<file path="src/rtl/core/sqll_pkg.sv">
// Shared types, token kinds, keyword table and character helpers for the SQL token lexer.
package sqll_pkg;

  localparam int POS_BITS  = 16;
  localparam int LEN_BITS  = 8;
  localparam int KIND_BITS = 6;
  localparam int KW_BYTES  = 8;
  localparam int KW_BITS   = KW_BYTES * 8;
  localparam int KW_COUNT  = 31;

  localparam logic [LEN_BITS-1:0] MAX_TOKEN_LEN = 8'd255;

  // Output queue sizing: two slots must be free before an item is taken.
  localparam int FIFO_DEPTH = 4;
  localparam int PTR_BITS   = 2;
  localparam int CNT_BITS   = 3;

  typedef logic [KIND_BITS-1:0] kind_t;

  localparam kind_t KIND_END    = 6'd0;
  localparam kind_t KIND_IDENT  = 6'd1;
  localparam kind_t KIND_STRING = 6'd2;
  localparam kind_t KIND_NUMBER = 6'd3;
  localparam kind_t KIND_STAR   = 6'd4;
  localparam kind_t KIND_COMMA  = 6'd5;
  localparam kind_t KIND_DOT    = 6'd6;
  localparam kind_t KIND_LPAREN = 6'd7;
  localparam kind_t KIND_RPAREN = 6'd8;
  localparam kind_t KIND_EQ     = 6'd9;
  localparam kind_t KIND_SEMI   = 6'd10;
  localparam kind_t KIND_NEQ    = 6'd11;
  localparam kind_t KIND_LT     = 6'd12;
  localparam kind_t KIND_GT     = 6'd13;
  localparam kind_t KIND_LTE    = 6'd14;
  localparam kind_t KIND_GTE    = 6'd15;
  localparam kind_t KIND_ERROR  = 6'd16;
  localparam kind_t KIND_KW0    = 6'd17;

  typedef struct packed {
    kind_t               kind;
    logic [POS_BITS-1:0] start_pos;
    logic [LEN_BITS-1:0] length;
    logic                last_of_run;
  } token_t;

  // Tokens produced by one accepted item, in output order.
  typedef struct packed {
    logic [1:0] count;
    token_t     first;
    token_t     second;
  } step_t;

  // Keyword text, right-justified and zero padded on the left.
  localparam logic [KW_BITS-1:0] KW_TEXT [KW_COUNT] = '{
    "SELECT", "FROM", "WHERE", "AND", "OR", "NOT", "ORDER", "BY", "ASC",
    "DESC", "JOIN", "ON", "INNER", "LEFT", "INSERT", "INTO", "VALUES",
    "COUNT", "SUM", "AVG", "MIN", "MAX", "AS", "LIMIT", "GROUP", "HAVING",
    "LIKE", "IN", "IS", "NULL", "DISTINCT"
  };

  // Repack keyword text so the first character sits in the low byte,
  // matching the layout of the identifier buffer.
  function automatic logic [KW_BITS-1:0] kw_pack(input logic [KW_BITS-1:0] s);
    logic [KW_BITS-1:0] r;
    logic [3:0]         n;
    r = '0;
    n = '0;
    for (int i = KW_BYTES - 1; i >= 0; i--) begin
      if (s[8*i +: 8] != 8'h00) begin
        r[{n[2:0], 3'b000} +: 8] = s[8*i +: 8];
        n = n + 4'd1;
      end
    end
    return r;
  endfunction

  function automatic logic is_digit(input logic [7:0] c);
    return (c >= "0") && (c <= "9");
  endfunction

  function automatic logic is_alpha(input logic [7:0] c);
    return ((c >= "a") && (c <= "z")) || ((c >= "A") && (c <= "Z"));
  endfunction

  function automatic logic is_word(input logic [7:0] c);
    return is_alpha(c) || is_digit(c) || (c == "_");
  endfunction

  function automatic logic is_space(input logic [7:0] c);
    return (c == " ") || ((c >= 8'd9) && (c <= 8'd13));
  endfunction

  function automatic logic [7:0] to_upper(input logic [7:0] c);
    return ((c >= "a") && (c <= "z")) ? (c - 8'd32) : c;
  endfunction

endpackage

</file>
<file path="src/rtl/core/sqll_in_if.sv">
// Input channel: one text byte or an end marker per item.
interface sqll_in_if;
  logic       valid;
  logic       ready;
  logic [7:0] ch;
  logic       is_end;

  modport source (output valid, ch, is_end, input ready);
  modport sink   (input valid, ch, is_end, output ready);
endinterface

</file>
<file path="src/rtl/core/sqll_out_if.sv">
// Output channel: one token per item.
interface sqll_out_if;
  logic                          valid;
  logic                          ready;
  logic [sqll_pkg::KIND_BITS-1:0] kind;
  logic [sqll_pkg::POS_BITS-1:0]  start_pos;
  logic [sqll_pkg::LEN_BITS-1:0]  length;
  logic                          last_of_run;

  modport source (output valid, kind, start_pos, length, last_of_run, input ready);
  modport sink   (input valid, kind, start_pos, length, last_of_run, output ready);
endinterface

</file>
<file path="src/rtl/core/sqll_kw_match.sv">
// Parallel compare of the identifier buffer against the keyword table.
module sqll_kw_match (
  input  logic [sqll_pkg::KW_BITS-1:0] kw_buf,
  input  logic                         too_long,
  output sqll_pkg::kind_t              kind
);

  // Keywords are distinct, so at most one compare hits.
  always_comb begin
    kind = sqll_pkg::KIND_IDENT;
    if (!too_long) begin
      for (int k = 0; k < sqll_pkg::KW_COUNT; k++) begin
        if (kw_buf == sqll_pkg::kw_pack(sqll_pkg::KW_TEXT[k])) begin
          kind = sqll_pkg::KIND_KW0 + sqll_pkg::KIND_BITS'(k);
        end
      end
    end
  end

endmodule

</file>
<file path="src/rtl/core/sqll_scan.sv">
// Lexer state machine: one byte per cycle, up to two tokens per item.
module sqll_scan (
  input  logic            clk,
  input  logic            rst,
  input  logic            take,
  input  logic [7:0]      ch,
  input  logic            is_end,
  output sqll_pkg::step_t step
);

  typedef enum logic [3:0] {
    M_IDLE, M_LT, M_GT, M_BANG, M_MINUS, M_STR, M_STR_ESC, M_INT, M_FRAC, M_IDENT
  } mode_t;

  mode_t                          mode, mode_next;
  logic [sqll_pkg::POS_BITS-1:0]  position, position_next;
  logic [sqll_pkg::POS_BITS-1:0]  token_start, token_start_next;
  logic [sqll_pkg::KW_BITS-1:0]   kw_buf, kw_buf_next;
  logic                           too_long, too_long_next;
  logic [sqll_pkg::LEN_BITS-1:0]  tok_len, tok_len_next;

  logic [sqll_pkg::LEN_BITS-1:0]  len_bump;
  sqll_pkg::kind_t                ident_kind;
  logic                           taken;
  logic                           flush_valid, idle_valid, tk_valid;
  sqll_pkg::token_t               flush_tok, idle_tok, tk_tok, end_tok;
  logic                           a_valid, b_valid;
  sqll_pkg::token_t               a_tok, b_tok;
  logic [7:0]                     up_ch;

  sqll_kw_match u_kw (
    .kw_buf   (kw_buf),
    .too_long (too_long),
    .kind     (ident_kind)
  );

  assign len_bump = (tok_len < sqll_pkg::MAX_TOKEN_LEN) ?
                    (tok_len + sqll_pkg::LEN_BITS'(1)) : tok_len;
  assign up_ch    = sqll_pkg::to_upper(ch);

  // Pending token emitted when the current byte does not extend it
  always_comb begin
    flush_valid         = 1'b1;
    flush_tok           = '0;
    flush_tok.start_pos = token_start;
    flush_tok.length    = sqll_pkg::LEN_BITS'(1);
    case (mode)
      M_LT:      flush_tok.kind = sqll_pkg::KIND_LT;
      M_GT:      flush_tok.kind = sqll_pkg::KIND_GT;
      M_BANG,
      M_MINUS:   flush_tok.kind = sqll_pkg::KIND_ERROR;
      M_STR,
      M_STR_ESC: begin
        flush_tok.kind   = sqll_pkg::KIND_STRING;
        flush_tok.length = tok_len;
      end
      M_INT,
      M_FRAC: begin
        flush_tok.kind   = sqll_pkg::KIND_NUMBER;
        flush_tok.length = tok_len;
      end
      M_IDENT: begin
        flush_tok.kind   = ident_kind;
        flush_tok.length = tok_len;
      end
      default: flush_valid = 1'b0;
    endcase
  end

  // Single-byte tokens started from idle
  always_comb begin
    idle_valid         = 1'b1;
    idle_tok           = '0;
    idle_tok.start_pos = position;
    idle_tok.length    = sqll_pkg::LEN_BITS'(1);
    case (ch)
      "*":     idle_tok.kind = sqll_pkg::KIND_STAR;
      ",":     idle_tok.kind = sqll_pkg::KIND_COMMA;
      ".":     idle_tok.kind = sqll_pkg::KIND_DOT;
      "(":     idle_tok.kind = sqll_pkg::KIND_LPAREN;
      ")":     idle_tok.kind = sqll_pkg::KIND_RPAREN;
      "=":     idle_tok.kind = sqll_pkg::KIND_EQ;
      ";":     idle_tok.kind = sqll_pkg::KIND_SEMI;
      "<", ">", "!", "-", "'": idle_valid = 1'b0;
      default: begin
        idle_tok.kind = sqll_pkg::KIND_ERROR;
        if (sqll_pkg::is_space(ch) || sqll_pkg::is_word(ch)) begin
          idle_valid = 1'b0;
        end
      end
    endcase
  end

  // Mode transitions and state updates
  always_comb begin
    mode_next        = mode;
    position_next    = position + sqll_pkg::POS_BITS'(1);
    token_start_next = token_start;
    kw_buf_next      = kw_buf;
    too_long_next    = too_long;
    tok_len_next     = tok_len;
    taken            = 1'b0;
    tk_valid         = 1'b0;
    tk_tok           = '0;
    tk_tok.start_pos = token_start;
    tk_tok.length    = sqll_pkg::LEN_BITS'(2);

    case (mode)
      M_LT: begin
        if ((ch == ">") || (ch == "=")) begin
          tk_valid    = 1'b1;
          tk_tok.kind = (ch == ">") ? sqll_pkg::KIND_NEQ : sqll_pkg::KIND_LTE;
          mode_next   = M_IDLE;
          taken       = 1'b1;
        end
      end
      M_GT: begin
        if (ch == "=") begin
          tk_valid    = 1'b1;
          tk_tok.kind = sqll_pkg::KIND_GTE;
          mode_next   = M_IDLE;
          taken       = 1'b1;
        end
      end
      M_BANG: begin
        if (ch == "=") begin
          tk_valid    = 1'b1;
          tk_tok.kind = sqll_pkg::KIND_NEQ;
          mode_next   = M_IDLE;
          taken       = 1'b1;
        end
      end
      M_MINUS: begin
        if (sqll_pkg::is_digit(ch)) begin
          mode_next    = M_INT;
          tok_len_next = len_bump;
          taken        = 1'b1;
        end
      end
      M_STR: begin
        taken = 1'b1;
        if (ch == "'") begin
          tk_valid      = 1'b1;
          tk_tok.kind   = sqll_pkg::KIND_STRING;
          tk_tok.length = tok_len;
          mode_next     = M_IDLE;
        end else begin
          tok_len_next = len_bump;
          if (ch == "\\") begin
            mode_next = M_STR_ESC;
          end
        end
      end
      M_STR_ESC: begin
        tok_len_next = len_bump;
        mode_next    = M_STR;
        taken        = 1'b1;
      end
      M_INT: begin
        if (sqll_pkg::is_digit(ch) || (ch == ".")) begin
          tok_len_next = len_bump;
          taken        = 1'b1;
          if (ch == ".") begin
            mode_next = M_FRAC;
          end
        end
      end
      M_FRAC: begin
        if (sqll_pkg::is_digit(ch)) begin
          tok_len_next = len_bump;
          taken        = 1'b1;
        end
      end
      M_IDENT: begin
        if (sqll_pkg::is_word(ch)) begin
          if (tok_len < sqll_pkg::LEN_BITS'(sqll_pkg::KW_BYTES)) begin
            for (int i = 0; i < sqll_pkg::KW_BYTES; i++) begin
              if (tok_len[2:0] == 3'(i)) begin
                kw_buf_next[8*i +: 8] = up_ch;
              end
            end
          end else begin
            too_long_next = 1'b1;
          end
          tok_len_next = len_bump;
          taken        = 1'b1;
        end
      end
      default: ;
    endcase

    // Byte not absorbed: lex it from idle, possibly starting a new token
    if (!taken) begin
      mode_next = M_IDLE;
      case (ch)
        "<": begin
          mode_next        = M_LT;
          token_start_next = position;
          tok_len_next     = sqll_pkg::LEN_BITS'(1);
        end
        ">": begin
          mode_next        = M_GT;
          token_start_next = position;
          tok_len_next     = sqll_pkg::LEN_BITS'(1);
        end
        "!": begin
          mode_next        = M_BANG;
          token_start_next = position;
          tok_len_next     = sqll_pkg::LEN_BITS'(1);
        end
        "-": begin
          mode_next        = M_MINUS;
          token_start_next = position;
          tok_len_next     = sqll_pkg::LEN_BITS'(1);
        end
        "'": begin
          mode_next        = M_STR;
          token_start_next = position + sqll_pkg::POS_BITS'(1);
          tok_len_next     = '0;
        end
        default: begin
          if (sqll_pkg::is_digit(ch)) begin
            mode_next        = M_INT;
            token_start_next = position;
            tok_len_next     = sqll_pkg::LEN_BITS'(1);
          end else if (sqll_pkg::is_alpha(ch) || (ch == "_")) begin
            mode_next        = M_IDENT;
            token_start_next = position;
            tok_len_next     = sqll_pkg::LEN_BITS'(1);
            kw_buf_next      = {{(sqll_pkg::KW_BITS-8){1'b0}}, up_ch};
            too_long_next    = 1'b0;
          end
        end
      endcase
    end

    // End marker returns everything to the reset state
    if (is_end) begin
      mode_next        = M_IDLE;
      position_next    = '0;
      token_start_next = '0;
      kw_buf_next      = '0;
      too_long_next    = 1'b0;
      tok_len_next     = '0;
    end
  end

  // Order the tokens of this item and mark the final one
  always_comb begin
    end_tok           = '0;
    end_tok.kind      = sqll_pkg::KIND_END;
    end_tok.start_pos = position;
    end_tok.length    = '0;

    if (is_end) begin
      a_valid = flush_valid;
      a_tok   = flush_tok;
      b_valid = 1'b1;
      b_tok   = end_tok;
    end else begin
      a_valid = taken ? tk_valid : flush_valid;
      a_tok   = taken ? tk_tok : flush_tok;
      b_valid = !taken && idle_valid;
      b_tok   = idle_tok;
    end

    step = '0;
    if (a_valid && b_valid) begin
      step.count              = 2'd2;
      step.first              = a_tok;
      step.second             = b_tok;
      step.second.last_of_run = 1'b1;
    end else if (a_valid) begin
      step.count             = 2'd1;
      step.first             = a_tok;
      step.first.last_of_run = 1'b1;
    end else if (b_valid) begin
      step.count             = 2'd1;
      step.first             = b_tok;
      step.first.last_of_run = 1'b1;
    end
  end

  always_ff @(posedge clk) begin
    if (rst) begin
      mode        <= M_IDLE;
      position    <= '0;
      token_start <= '0;
      kw_buf      <= '0;
      too_long    <= 1'b0;
      tok_len     <= '0;
    end else if (take) begin
      mode        <= mode_next;
      position    <= position_next;
      token_start <= token_start_next;
      kw_buf      <= kw_buf_next;
      too_long    <= too_long_next;
      tok_len     <= tok_len_next;
    end
  end

endmodule

</file>
<file path="src/rtl/core/sqll_out_fifo.sv">
// Small token queue: takes up to two tokens per cycle, delivers one.
module sqll_out_fifo (
  input  logic               clk,
  input  logic               rst,
  input  logic               push,
  input  sqll_pkg::step_t    step,
  output logic               room,
  sqll_out_if.source         tokens
);

  sqll_pkg::token_t               mem [sqll_pkg::FIFO_DEPTH];
  logic [sqll_pkg::PTR_BITS-1:0]  wr_ptr, rd_ptr;
  logic [sqll_pkg::CNT_BITS-1:0]  count, count_next;
  logic [sqll_pkg::CNT_BITS-1:0]  push_n;
  logic                           pop;

  assign pop    = tokens.valid && tokens.ready;
  assign push_n = push ? sqll_pkg::CNT_BITS'(step.count) : '0;
  assign count_next = count + push_n - sqll_pkg::CNT_BITS'(pop);

  // Room for a worst-case item of two tokens
  assign room = (count <= sqll_pkg::CNT_BITS'(sqll_pkg::FIFO_DEPTH - 2));

  assign tokens.valid       = (count != '0);
  assign tokens.kind        = mem[rd_ptr].kind;
  assign tokens.start_pos   = mem[rd_ptr].start_pos;
  assign tokens.length      = mem[rd_ptr].length;
  assign tokens.last_of_run = mem[rd_ptr].last_of_run;

  // Token storage, no reset needed
  always_ff @(posedge clk) begin
    if (push && (step.count != 2'd0)) begin
      mem[wr_ptr] <= step.first;
    end
    if (push && (step.count == 2'd2)) begin
      mem[wr_ptr + sqll_pkg::PTR_BITS'(1)] <= step.second;
    end
  end

  always_ff @(posedge clk) begin
    if (rst) begin
      wr_ptr <= '0;
      rd_ptr <= '0;
      count  <= '0;
    end else begin
      wr_ptr <= wr_ptr + push_n[sqll_pkg::PTR_BITS-1:0];
      if (pop) begin
        rd_ptr <= rd_ptr + sqll_pkg::PTR_BITS'(1);
      end
      count <= count_next;
    end
  end

endmodule

</file>
<file path="src/rtl/core/sql_token_lexer.sv">
// SQL token lexer: one text byte per cycle in while there is room, completed tokens out.
// A token is registered in the token queue when the byte that completes it is taken.
// Throughput: one byte per cycle while tokens drain; a byte that completes two tokens
// queues both, which leave one at a time, and input ready drops while the four-entry
// token queue has fewer than two free slots.
// Reset: synchronous rst clears the scan state, the position and the token queue.
module sql_token_lexer (
  input  logic        clk,
  input  logic        rst,
  sqll_in_if.sink     text,
  sqll_out_if.source  tokens
);

  logic            room;
  logic            take;
  sqll_pkg::step_t step;

  assign text.ready = room;
  assign take       = text.valid && room;

  sqll_scan u_scan (
    .clk    (clk),
    .rst    (rst),
    .take   (take),
    .ch     (text.ch),
    .is_end (text.is_end),
    .step   (step)
  );

  sqll_out_fifo u_fifo (
    .clk    (clk),
    .rst    (rst),
    .push   (take),
    .step   (step),
    .room   (room),
    .tokens (tokens)
  );

endmodule

</file>
<file path="src/flat_wrapper.sv">
// flat-port wrapper written by rule: the top's interface ports become plain ports
module sql_token_lexer_flat 
  (clk, rst, text_valid, text_ch, text_is_end, text_ready, tokens_valid, tokens_kind, tokens_start_pos, tokens_length, tokens_last_of_run, tokens_ready);
  sqll_in_if text_i ();
  sqll_out_if tokens_i ();
  input  logic clk;
  input  logic rst;
  input wire logic [$bits(text_i.valid)-1:0] text_valid;
  input wire logic [$bits(text_i.ch)-1:0] text_ch;
  input wire logic [$bits(text_i.is_end)-1:0] text_is_end;
  output wire logic [$bits(text_i.ready)-1:0] text_ready;
  output wire logic [$bits(tokens_i.valid)-1:0] tokens_valid;
  output wire logic [$bits(tokens_i.kind)-1:0] tokens_kind;
  output wire logic [$bits(tokens_i.start_pos)-1:0] tokens_start_pos;
  output wire logic [$bits(tokens_i.length)-1:0] tokens_length;
  output wire logic [$bits(tokens_i.last_of_run)-1:0] tokens_last_of_run;
  input wire logic [$bits(tokens_i.ready)-1:0] tokens_ready;
  assign text_i.valid = text_valid;
  assign text_i.ch = text_ch;
  assign text_i.is_end = text_is_end;
  assign text_ready = text_i.ready;
  assign tokens_valid = tokens_i.valid;
  assign tokens_kind = tokens_i.kind;
  assign tokens_start_pos = tokens_i.start_pos;
  assign tokens_length = tokens_i.length;
  assign tokens_last_of_run = tokens_i.last_of_run;
  assign tokens_i.ready = tokens_ready;
  sql_token_lexer u_core (.clk(clk), .rst(rst), .text(text_i), .tokens(tokens_i));
endmodule
</file>
<file path="config.mk">
export PLATFORM = sky130hd
export DESIGN_NAME = sql_token_lexer_flat
export DESIGN_NICKNAME = d
export VERILOG_FILES = /design/src/rtl/core/sqll_pkg.sv /design/src/rtl/core/sqll_in_if.sv /design/src/rtl/core/sqll_out_if.sv /design/src/rtl/core/sqll_kw_match.sv /design/src/rtl/core/sqll_scan.sv /design/src/rtl/core/sqll_out_fifo.sv /design/src/rtl/core/sql_token_lexer.sv /design/src/flat_wrapper.sv
export SDC_FILE = /design/constraint.sdc
export NUM_CORES = 1
export LEC_CHECK = 0
export ABC_CLOCK_PERIOD_IN_PS = 5300
export BUFFER_PORTS_ARGS = -buffer_cell sky130_fd_sc_hd__buf_4
export CAP_MARGIN = 20
export CORE_UTILIZATION = 55
export DETAILED_ROUTE_END_ITERATION = 10
export GPL_TIMING_DRIVEN = 0
export PLACE_DENSITY = 0.71
export SYNTH_ARGS = -nofsm -noshare
export SYNTH_HDL_FRONTEND = slang
export SYNTH_SLANG_ARGS = --single-unit
</file>
<file path="constraint.sdc">
create_clock -name clk -period 5.3 [get_ports clk]
set_clock_uncertainty 0.1 [all_clocks]
set_input_delay 1.06 -clock clk [delete_from_list [all_inputs] [get_ports clk]]
set_output_delay 1.06 -clock clk [all_outputs]
set_load 0.02 [all_outputs]
</file>
# After elaboration in Yosys (flattened, before gate mapping)
# Memory sizes are Yosys's and may differ from the RTL's. A register that Yosys moved wholly into a read port is not among the register bits.
# Index checks and enable logic that the tools add are counted.
totals:
  register_bits: 116
  mem_bits_rw: 124
  elab_cells: 526
  memories: 1
classes:
  addsub: 21
  magnitude_cmp: 11
  eq_ne: 71
  shift: 57
  muxes: 321
  reduce_logical: 35
memory_table:
  columns: ["memory", "depth", "word_bits", "rd", "rd_ports_with_merged_regs", "wr", "line_no", "rtl"]
  rows:
  - ["u_core.u_fifo.mem", 4, 31, 1, 1, 2, "sqll_out_fifo.sv:11", "sqll_pkg::token_t mem [sqll_pkg::FIFO_DEPTH];"]
ops:
  columns: ["cell", "count"]
  rows:
  - ["$mux 64", 94]
  - ["$bwmux 64", 86]
  - ["$shiftx 8x8->64 const A", 50]
  - ["$eq 64x64->1", 31]
  - ["$shift 8x8->64 const A", 7]
  - ["$mux 8", 37]
  - ["$mux 31", 4]
  - ["$eq 8x6->1 const B", 13]
  - ["$mux 6", 17]
  - ["$mux 16", 5]
  - ["$mux 5", 15]
  - ["$mux 32", 2]
  - ["$mux 4", 14]
  - ["$neg 6->8", 7]
  - ["$pmux 5 s8", 1]
  - ["$pmux 8 s5", 1]
  - ["$pmux 6 s6", 1]
  - ["$mux 33", 1]
  - ["$pmux 16 s2", 1]
  - ["$mux 3", 8]
  - ["$pmux 4 s6", 1]
  - ["$mux 1", 23]
  - ["$pmux 4 s5", 1]
  - ["$add 3x1->3 const B", 6]
  - ["50 further kinds", 90]

# Depth between registers and ports, before layout
# Gate-level depths: netlist (run 1).
depth:
  ltp_word: 55
  mapped_depth: 20
  mapped_depth_nobuf: 18

# Cells and area by module
# Synthesis (run 1) repeated with hierarchy kept, for this count alone.
unflattened:
  cells_unflattened: 1366
  hier_area_um2: 14423.8
by_module_without_submodules:
  columns: ["mod", "instances", "cells_each", "area_per_inst_um2"]
  rows:
  - ["sqll_out_fifo", 1, 354, 6562.5]
  - ["sqll_scan", 1, 783, 6363.6]
  - ["sqll_kw_match", 1, 228, 1491.4]
  - ["sql_token_lexer", 1, 1, 6.3]

# Worst setup path after synthesis (run 1)
# Ideal clock, no wire load.
synth_timing:
  path_kind: "input to register"
  from: "in text_ch[5]"
  to: "mem u_core.u_fifo.mem[0][0] (netlist bit) (enable)"
  arrival_ns: 4.277
  t_required_ns: 4.822
  path_slack_ns: 0.545
  path_stages: 13
  path_cell_list: "buf_4 or4b_1 buf_2 or4b_1 buf_2 nor3_4 nor2_2 nor2_2 nor2_1 ha_1 nor4_1 nor2_1 inv_1"
synth_rtl:
  columns: ["item", "line_no", "rtl"]
  rows:
  - ["start, declared", "flat_wrapper.sv:9", "input wire logic [$bits(text_i.ch)-1:0] text_ch;"]
  - ["end, declared", "sqll_out_fifo.sv:11", null]

==> flow_metrics.tcl, run 1 <==
set metrics [dict create \
    status "complete, no violations" \
    r2r_setup_slack_ns 0.52 \
    setup_ws_ns 0.1471 \
    min_period_over_period_pct 97.23 \
    use_met3_pct 4.954 \
    worstSetupPathType "input port to register" \
    numCtsBuffers 25 \
    post-route-min-period_ns 5.153 \
    antenna_found_initial 0 \
    antenna_cells 0 \
    irDropWorstVdd_uv 300.6 \
    hold_class "register to register" \
    hold_viol 0 \
    viasPerCell 6.940 \
    cts-root-buf "clkbuf_16" \
    grt_util_met1_pct 43.81 \
    power_density_nw_per_um2 340.4 \
    cap_viol_max_count 0 \
    final_common_cell "nor2_1" \
    gp_congestion 1.007 \
    path_max_fanout 11 \
    cp_common_cell "nor2_1" \
    intPower_mw 3.738 \
    worstPathArrival_ns 5.16 \
    path_clk_slew_ns 0.06 \
    syn_inst 1525 \
    die_h_um 161.8 \
    tightestPinTransition_ns 1.229 \
    ys_seq_area_share_pct 41.04 \
    cp.required_ns 5.30 \
    clkSinkCount 242 \
    wl_per_cell_um 25.28 \
    yosys.area.top_type "dfxtp_1" \
    drt-total-wl_mm 49.34 \
    synthArstFlopShare_pct 0 \
    slowest_delay_ns 0.79 \
    use_met2_pct 63.09 \
    grt_pass1_wl_mm 74.00 \
    synth_edf_count 92 \
    dp_hpwl_mm 36.28 \
    combPwrFrac_pct 23.6 \
    grt_max_degree 24 \
    synthTopCellsByArea "dfxtp_1, edfxtp_1, a22o_1" \
    start_util_pct 55.94 \
    fin_util_pct 62.96 \
    synth_cell_types 87 \
    syn_area_um2 14050 \
    place_ws_ns -0.7445 \
    netlist.area_leader.share_pct 21.38 \
    cts_max_level 1 \
    mostFrequentLayoutCells "nor2_1, dfxtp_1, a22o_1" \
    layout-drive-gt1-share_pct 12.21 \
    die_x_um 161.8 \
    busiest_layer "met2" \
    core_um2 25110 \
    startpoint_type "input port" \
    cts_hold_buffers 0 \
    max-slew-margin-rel_pct 17.46 \
    die_area_um2 26180 \
    fin_cells 1952 \
    syn_nets 1556 \
    cts_buffer_depth 3 \
    clkLatencyLatePin_ns 0.54 \
    area_growth_pct 12.53 \
    leakagePower_nw 5.249 \
    top_level_ports 46 \
    setup_violations 0 \
    p_switching_mw 1.644 \
    grt_pass1_vias 12740 \
    p_sw_share_pct 30.54 \
    port_buffers 44 \
    rows 58 \
    syn_avg_cell_area_um2 9.211 \
    clkPwrFrac_pct 37.0 \
    cp_slowest_cell "clkinvlp_2" \
    finalMaxSlewViolations 0 \
    ys.flop_type "dfxtp_1" \
    ys_seq_elements 242 \
    grt_overflow 0 \
    vias 13550 \
    dpl.cell_count 1901 \
    fin_area_um2 15810 \
    cts_tree "built" \
    fmax_mhz 194.1 \
    place_area_um2 14800 \
    drtPass1Iterations 5 \
    synth_warnings 0 \
    final_nets 1634 \
    seqPwrFrac_pct 39.4 \
    drt_iter0_drc 1490 \
    cp-end-kind "register" \
    track_usage_pct 36.64 \
    drc 0 \
    antenna_left 0 \
    cp_cell_sequence "buf_4 -> buf_2 -> nand4bb_1 -> buf_2 -> nor2_1 -> nand3_1 -> a41o_1 -> a21o_1 -> nor2_1 -> ha_1 -> nand2b_1 -> nor2_1 -> nor2_2 -> clkinvlp_2" \
    fin_hold_ws_ns 0.3543 \
]
[stage by stage]
step           power (mW)  setup TNS [ns]
2_1_floorplan       2.954               0
3_3_place_gp        3.356          -45.06
3_5_place_dp        3.381          -51.51
4_1_cts             5.347               0
5_1_grt             5.538         -0.2511
6_report            5.381               0
[power by group through the flow]
| stage | combinational, mW | clock, mW | sequential, mW |
|---|---|---|---|
| after global placement | 1.20 | 0 | 2.15 |
| after CTS | 1.23 | 1.99 | 2.12 |
| after floorplan | 0.820 | 0 | 2.13 |
| after detailed placement | 1.22 | 0 | 2.16 |
| after global routing | 1.35 | 2.06 | 2.13 |
| final | 1.27 | 1.99 | 2.12 |
[synthesized netlist by cell type, types with 6 or more instances]
library cell and instances:
and2_1 11, ha_1 17, a22oi_1 52, nand3b_1 8
buf_1 9, o22ai_1 15, nor4b_1 7, nand3_1 40
nor2b_1 10, and3_1 31, nor4_1 38, nand2b_1 25
o32ai_1 8, inv_1 29, mux4_2 31, or3_1 18
nand4_1 46, a21oi_1 59, dfxtp_1 150, clkbuf_1 90
nor3_1 77, xnor2_1 19, nand4bb_1 6, buf_4 8
or2_2 9, a211oi_1 6, edfxtp_1 92, nand2_1 114
nor2_1 167, mux2i_1 6, a21o_1 6, or4_1 14
buf_2 13, o31ai_1 8, a22o_1 115, o21ai_0 46
xor2_1 6, o22a_1 6
[cell type report]
type                    instances  area, µm²
fillers                      2109       9301
multi-input cells            1134       7691
flip-flops and latches        242       5766
clock buffers                  32      701.9
plain buffers                 120      496.7
well taps                     330      412.9
repair buffers                 47      350.3
clock inverters                14      240.2
inverters                      29      123.9
repair inverters                4      25.02
[kinds of logic (layout without fill, tap and decap cells)]
kind of cell / after synthesis / count (layout) / synth area share (%)
compound gates: 385 / 385 / 20.41
xor+xnor: 25 / 25 / 1.559
fa+ha+maj: 18 / 18 / 1.657
buf+inv: 149 / 246 / 4.311
flops: 242 / 242 / 41.04
mux: 37 / 37 / 5.398
simple gates: 669 / 669 / 25.63
[routing by layer]
metal / part of all wire (%) / vias up
met5: 0 / -
met4: 6.4 / 0
met3: 7.9 / 191
met2: 49 / 763
met1: 37 / 6566
li1: - / 6026
[sequential cells by signal, indices dropped and copies added (netlist names), named ones only]
register and count:
u_core.u_scan.mode 4, u_core.u_fifo.wr_ptr 2, u_core.u_fifo.rd_ptr 2, u_core.u_scan.tok_len 8, u_core.u_scan.token_start 16, u_core.u_fifo.count 3, u_core.u_scan.position 16, u_core.u_scan.kw_buf 64
u_core.u_fifo.mem 124, u_core.u_scan.too_long 1
[repair_timing]
| item | in CTS | in global routing |
|---|---|---|
| resized for setup | 2 | 9 |
| setup buffers | 0 | 0 |
| endpoints found under the setup margin | 46 | 92 |
| pin swaps | 0 | 0 |
| gates cloned | 0 | 4 |
[critical path, delay by kind of cell]
kind                       cells  cell delay (ns)
buffers and inverters          4             1.26
AOI/OAI and AO/OA              2             0.59
and+or+nand+nor                7             1.99
adders and majority gates      1             0.24
[path summary, 6_finish.rpt]
kind / start / to / depth (start not counted)
worst max-delay path: text_ch[7] / u_core.u_fifo.mem[3][28] / 14
worst min register to register: u_core.u_fifo.mem[3][2] / u_core.u_fifo.mem[3][2] / 2
worst min-delay path: u_core.u_fifo.mem[3][2] / u_core.u_fifo.mem[3][2] / 2
worst max register to register: u_core.u_scan.mode[1] / u_core.u_fifo.mem[0][22] / 11
Power figures use the tool's default switching activity.
==> run 2, diff against run 1 <==
CORE_ASPECT_RATIO = 1.25   (was unset)
==> run 2 against run 1 <==
Against the previous run: clock power shrank 10%; fmax about the same; cell area shrank 0.48%; sequential cell count did not move; first-iteration DRC count shrank 4.3%; critical path depth grew 3; global-route usage up 3.1 points; critical path type unchanged; critical endpoint is now u_core.u_fifo.mem[1][29]; highest routed layer unchanged.
==> flow_metrics.tcl, run 2 (synthesis gave the netlist of run 1 again) <==
set metrics [dict create \
    status "complete, no violations" \
    grt_pass1_wl_mm 79.48 \
    die_h_um 180.7 \
    multi_input_area_um2 7700 \
    fmax_mhz 194.1 \
    power.total_mw 5.256 \
    mostFrequentLayoutCells "nor2_1, dfxtp_1, a22o_1" \
    cp.required_ns 5.54 \
    tightestPinTransition_ns 1.078 \
    layout-drive-gt1-share_pct 12.32 \
    grt_max_degree 24 \
    gp_congestion 1.003 \
    antenna_found_initial 0 \
    cp-end-kind "register" \
    path_clk_slew_ns 0.06 \
    finalMaxSlewViolations 0 \
    dp_hpwl_mm 38.67 \
    viasPerCell 7.038 \
    port_buffers 44 \
    cts-root-buf "clkbuf_16" \
    seqCellArea_um2 5766 \
    intPower_mw 3.531 \
    worstPathArrival_ns 5.40 \
    p_sw_share_pct 32.82 \
    top_register "u_core.u_fifo.mem" \
    area_growth_pct 11.99 \
    min_period_over_period_pct 97.21 \
    cap_viol_max_count 0 \
    die_x_um 144.9 \
    reg.largest.list "u_core.u_fifo.mem x124, u_core.u_scan.kw_buf x64" \
    drtPass1Iterations 8 \
    seqPwrFrac_pct 40.4 \
    wl_per_cell_um 27.17 \
    core_um2 25130 \
    hold_viol 0 \
    final_common_cell "nor2_1" \
    drt_iter0_drc 1426 \
    largest_reg_flops 124 \
    start_util_pct 55.90 \
    setup_violations 0 \
    combPwrFrac_pct 25.5 \
    numCtsBuffers 25 \
    clkLatencyLatePin_ns 0.55 \
    max-slew-margin-rel_pct 27.68 \
    cts_tree "built" \
    rr_worst_depth 14 \
    fin_hold_ws_ns 0.3552 \
    drc 0 \
    power_density_nw_per_um2 334.1 \
    postCtsSetupRepairBufs 0 \
    die_area_um2 26190 \
    irDropWorstVdd_uv 226.9 \
    top_level_ports 46 \
    startpoint_type "input port" \
    antenna_cells 0 \
    grt_pass1_vias 13320 \
    drt-total-wl_mm 53.23 \
    vias 13790 \
    track_usage_pct 39.72 \
    cts_max_level 1 \
    post-route-min-period_ns 5.152 \
    fill_cells 2057 \
    final_nets 1636 \
    hold_class "register to register" \
    cts_hold_buffers 0 \
    leakagePower_nw 5.217 \
    worstSetupPathType "input port to register" \
    rows 65 \
    clkPwrFrac_pct 34.1 \
    grt_overflow 0 \
    path_max_fanout 10 \
    antenna_left 0 \
    min_delay_path_depth 2 \
    clkSinkCount 242 \
    cts_buffer_depth 3 \
    p_switching_mw 1.725 \
]
==> run 2: changes by cell type in the layout (fill, tap and decap cells not counted), moves of 2 or more <==
cell       delta
buf_8         +2
bufinv_16     -4
clkbuf_1      +2
clkbuf_2      +2
clkbuf_8      -3
==> run 2: critical path: stages <==
cell       delay [ns]
buf_4            0.11
buf_2            0.18
nand4bb_1        0.19
buf_2            0.19
nor2_1           0.37
nand3_1          0.30
a41o_1           0.33
a21o_1           0.25
nor2_1           0.17
inv_1            0.08
ha_1             0.18
clkbuf_1         0.23
nor3_1           0.61
and3_1           0.28
clkbuf_1         0.32
a22oi_1          0.23
o22ai_1          0.30
==> run 2: final timing paths <==
path | from | endpoint | slack [ns]
min | u_core.u_fifo.mem[3][2] | u_core.u_fifo.mem[3][2] | 0.36
max reg2reg | u_core.u_scan.mode[1] | u_core.u_fifo.mem[3][20] | 0.45
min reg2reg | u_core.u_fifo.mem[3][2] | u_core.u_fifo.mem[3][2] | 0.36
max | text_ch[7] | u_core.u_fifo.mem[1][29] | 0.15
==> run 2: repair_timing <==
| item | in CTS | in global routing |
|---|---|---|
| setup endpoints to repair | 69 | 102 |
| resized for setup | 4 | 10 |
| pin swaps | 0 | 0 |
| gates cloned | 0 | 4 |
| endpoints found under the hold margin | 0 | 0 |
==> run 2: power by group through the flow <==
stage,Clock [mW],Sequential (mW),Combinational (mW)
floorplan,0,2.13,0.820
detailed placement,0,2.16,1.25
finish,1.79,2.12,1.34
global placement,0,2.15,1.22
CTS,1.78,2.12,1.27
global route,1.86,2.13,1.40
==> run 2: metrics by stage <==
step	setup slack, ns	instances	TNS, ns	util [%]	instance area, µm²
2_1_floorplan	0.5451	1525	0	-	14050
3_3_place_gp	-0.8370	1904	-56.90	58.88	14800
3_5_place_dp	-0.9267	1906	-66.19	58.93	14810
4_1_cts	0.02599	1952	0	62.26	15650
5_1_grt	-0.01177	1959	-0.09595	62.60	15730
6_report	0.1476	1959	0	62.60	15730
==> run 2: final cells by class <==
cell class | instances | share of cell area, %
timing repair inverter | 4 | 0.1750
timing repair buffer | 49 | 2.418
inverter | 29 | 0.7874
tap | 335 | 2.664
buffer | 120 | 3.158
multi-input combinational | 1134 | 48.95
sequential | 242 | 36.65
clock inverter | 13 | 0.8908
clock buffer | 33 | 4.311
==> run 2: layer usage <==
metal	vias to the layer above	global-route usage, %	wire, µm	share of wire, %
met3	298	5.089	4222	7.9
met2	939	71.38	26780	50
met1	6515	42.45	17340	33
li1	6036	-	-	-
met4	0	29.87	4890	9.2
met5	-	0	0	0
==> run 3, diff against run 2 <==
GPL_ROUTABILITY_DRIVEN = 0   (was unset)
SYNTH_HIERARCHICAL = 1   (was unset)
==> run 3 against run 2 <==
Against the previous run: non-clock buffer count down 39; sequential share of layout area is 1.3 points higher; fmax shrank 0.43%; clock-buffer cell count fell by 3; sequential cell count unchanged; combinational power rose by 7%; register-to-register slack better by 0.06 ns.
==> flow_metrics.tcl, run 3 <==
set metrics [dict create \
    status "complete, no violations" \
    drt-total-wl_mm 39.02 \
    synth-simple-area-share_pct 20.35 \
    numCtsBuffers 25 \
    cts_max_level 1 \
    use_met2_pct 52.44 \
    cap_viol_max_count 0 \
    final_common_cell "nor2_1" \
    grt_overflow 0 \
    fin_cells 1796 \
    grt_max_degree 32 \
    dp_hpwl_mm 28.19 \
    grt_util_met1_pct 34.72 \
    cp_slowest_cell "nor3b_4" \
    die_area_um2 26880 \
    ys_seq_area_share_pct 42.19 \
    final_nets 1473 \
    slowest_delay_ns 0.44 \
    cts_buffer_depth 3 \
    largest_reg_flops 124 \
    syn_inst 1366 \
    layout-drive-gt1-share_pct 22.86 \
    antenna_left 0 \
    top_register "u_core/u_fifo/mem" \
    cts-root-buf "clkbuf_16" \
    leakagePower_nw 5.750 \
    rsz0062_at_grt "no" \
    area_growth_pct 11.28 \
    synth_top_family_by_area "simple AND/OR/NAND/NOR gates" \
    antenna_found_initial 0 \
    drc 0 \
    worstPathArrival_ns 5.34 \
    syn_avg_cell_area_um2 10.56 \
    cp.required_ns 5.46 \
    synth_xor_area_share_pct 1.457 \
    yosysMostFrequentCell "nor2_1" \
    vias 11630 \
    fmax_mhz 193.3 \
    min_period_over_period_pct 97.63 \
    cp_common_cell "buf_4" \
    path_max_fanout 10 \
    place_area_um2 15220 \
    synth_cell_types 106 \
    post-route-min-period_ns 5.174 \
    synth-compound-area-share_pct 14.94 \
    finalMaxSlewViolations 0 \
    fin_area_um2 16050 \
    viasPerCell 6.478 \
    crit_family "simple AND/OR/NAND/NOR gates" \
    postCtsSetupRepairBufs 0 \
    antenna_cells 0 \
    cts_resized 0 \
    drtPass1Iterations 6 \
    hold_viol 0 \
    ys_seq_elements 242 \
    irDropWorstVdd_uv 224.8 \
    clkSinkCount 242 \
    synth_mux_area_share_pct 15.59 \
    ys.flop_type "edfxtp_1" \
    startpoint_type "input port" \
    crit_buf_inv 5 \
    wl_per_cell_um 21.73 \
    yosys.area.top_type "edfxtp_1" \
    syn_area_um2 14420 \
    synthTopCellsByArea "edfxtp_1, dfxtp_1, mux2_2" \
    mostFrequentLayoutCells "nor2_1, edfxtp_1, dfxtp_1" \
    synth_top_cells_by_count "nor2_1, edfxtp_1, dfxtp_1, mux2_2, nand2_1" \
    synth_warnings 6 \
    path_clk_slew_ns 0.06 \
    synthArstFlopShare_pct 0 \
    cts_hold_buffers 0 \
    port_buffers 42 \
    hold_class "register to register" \
    tightestPinTransition_ns 0.9493 \
    cp_cell_sequence "buf_4 -> buf_4 -> nor3b_4 -> nand4_1 -> or3_1 -> nand3_1 -> a31o_2 -> o21ai_2 -> buf_4 -> ha_1 -> buf_4 -> nand3b_4 -> nor3b_2 -> buf_2 -> mux2_2" \
    rows 65 \
    max-slew-margin-rel_pct 36.72 \
    die_x_um 146.8 \
    cp-end-kind "register" \
    start_util_pct 56.48 \
    cts_tree "built" \
    clkLatencyLatePin_ns 0.53 \
    grt_pass1_vias 11480 \
    busiest_layer "met2" \
    core_um2 25540 \
    synth_edf_count 124 \
    setup_violations 0 \
    track_usage_pct 29.21 \
    grt_pass1_wl_mm 61.87 \
    top_level_ports 46 \
    worstSetupPathType "input port to register" \
    power_density_nw_per_um2 338.5 \
    reg.largest.list "u_core/u_fifo/mem x124, u_core/u_scan/kw_buf x64" \
    dpl.cell_count 1751 \
    synth-adder-area-share_pct 1.440 \
    use_met3_pct 3.060 \
    drt_iter0_drc 980 \
    netlist.area_leader.share_pct 25.82 \
    die_h_um 183.1 \
    fin_util_pct 62.85 \
]
run 3: changes by cell type after synthesis, sizes merged, moves of 32 or more:
| cell | before | now |
|---|---|---|
| dfxtp | 150 | 118 |
| edfxtp | 92 | 124 |
| clkbuf | 90 | 35 |
| a22o | 115 | 27 |
| nor3 | 79 | 30 |
| mux2 | 0 | 125 |
| nor2 | 171 | 134 |
run 3: stage by stage:
| stage | total power [mW] | TNS [ns] | hold slack (ns) | worst slack, ns |
|---|---|---|---|---|
| 2_1_floorplan | 3.213 | 0 | 0.3261 | 0.3397 |
| 3_3_place_gp | 3.659 | -130.51 | 0.3402 | -0.9293 |
| 3_5_place_dp | 3.685 | -48.35 | 0.3421 | -0.4297 |
| 4_1_cts | 5.454 | 0 | 0.3633 | 0.08264 |
| 5_1_grt | 5.634 | 0 | 0.3728 | 0.004954 |
| 6_report | 5.434 | 0 | 0.3554 | 0.1256 |
run 3: worst register-to-register path, stage by stage, from the launching register on:
cell      delay [ns]
dfxtp_1         0.33
buf_2           0.21
xnor2_1         0.15
a22o_1          0.26
a32oi_1         0.20
nand3_1         0.39
a31o_2          0.43
o21ai_2         0.37
buf_4           0.26
ha_1            0.33
buf_4           0.20
nand3b_4        0.17
nor3b_2         0.34
buf_2           0.38
mux2_2          0.39
run 3: final timing paths:
check	cells after the start	slack, ns	startpoint	endpoint
min reg2reg	1	0.36	u_core/u_scan/token_start[3]	u_core/u_scan/token_start[3]
max reg2reg	14	0.51	u_core/u_scan/mode[1]	u_core/u_fifo/mem[2][22]
min	1	0.36	u_core/u_scan/token_start[3]	u_core/u_scan/token_start[3]
max	15	0.13	text_ch[5]	u_core/u_fifo/mem[2][22]
run 3: cell families after synthesis:
logic type	after synthesis
and+or+nand+nor	518
AOI/OAI and AO/OA	292
DFF	242
muxes	159
buffers and inverters	114
xor gates and xnor gates	24
adders and majority gates	16
other	1
run 3: metal layers:
layer	routed length, µm	up-vias
met1	15290	5565
met4	1882	0
met3	2505	142
met2	19350	529
li1	-	5398
met5	0	-
run 3: power breakdown:
| part | total (mW) | internal [mW] | switching (mW) |
|---|---|---|---|
| sequential | 2.22 | 2.15 | 0.0668 |
| combinational | 1.44 | 0.590 | 0.849 |
| clock | 1.78 | 1.06 | 0.721 |
| total | 5.43 | 3.80 | 1.64 |
run 3: area by class of cell:
type	count	area [µm²]
Tap cell	335	419.2
Clock inverter	14	172.7
Inverter	28	105.1
Fill cell	2127	9487
Buffer	86	473.0
Timing Repair Buffer	44	347.8
Clock buffer	30	644.4
Sequential cell	242	6086
Multi-Input combinational cell	1017	7802
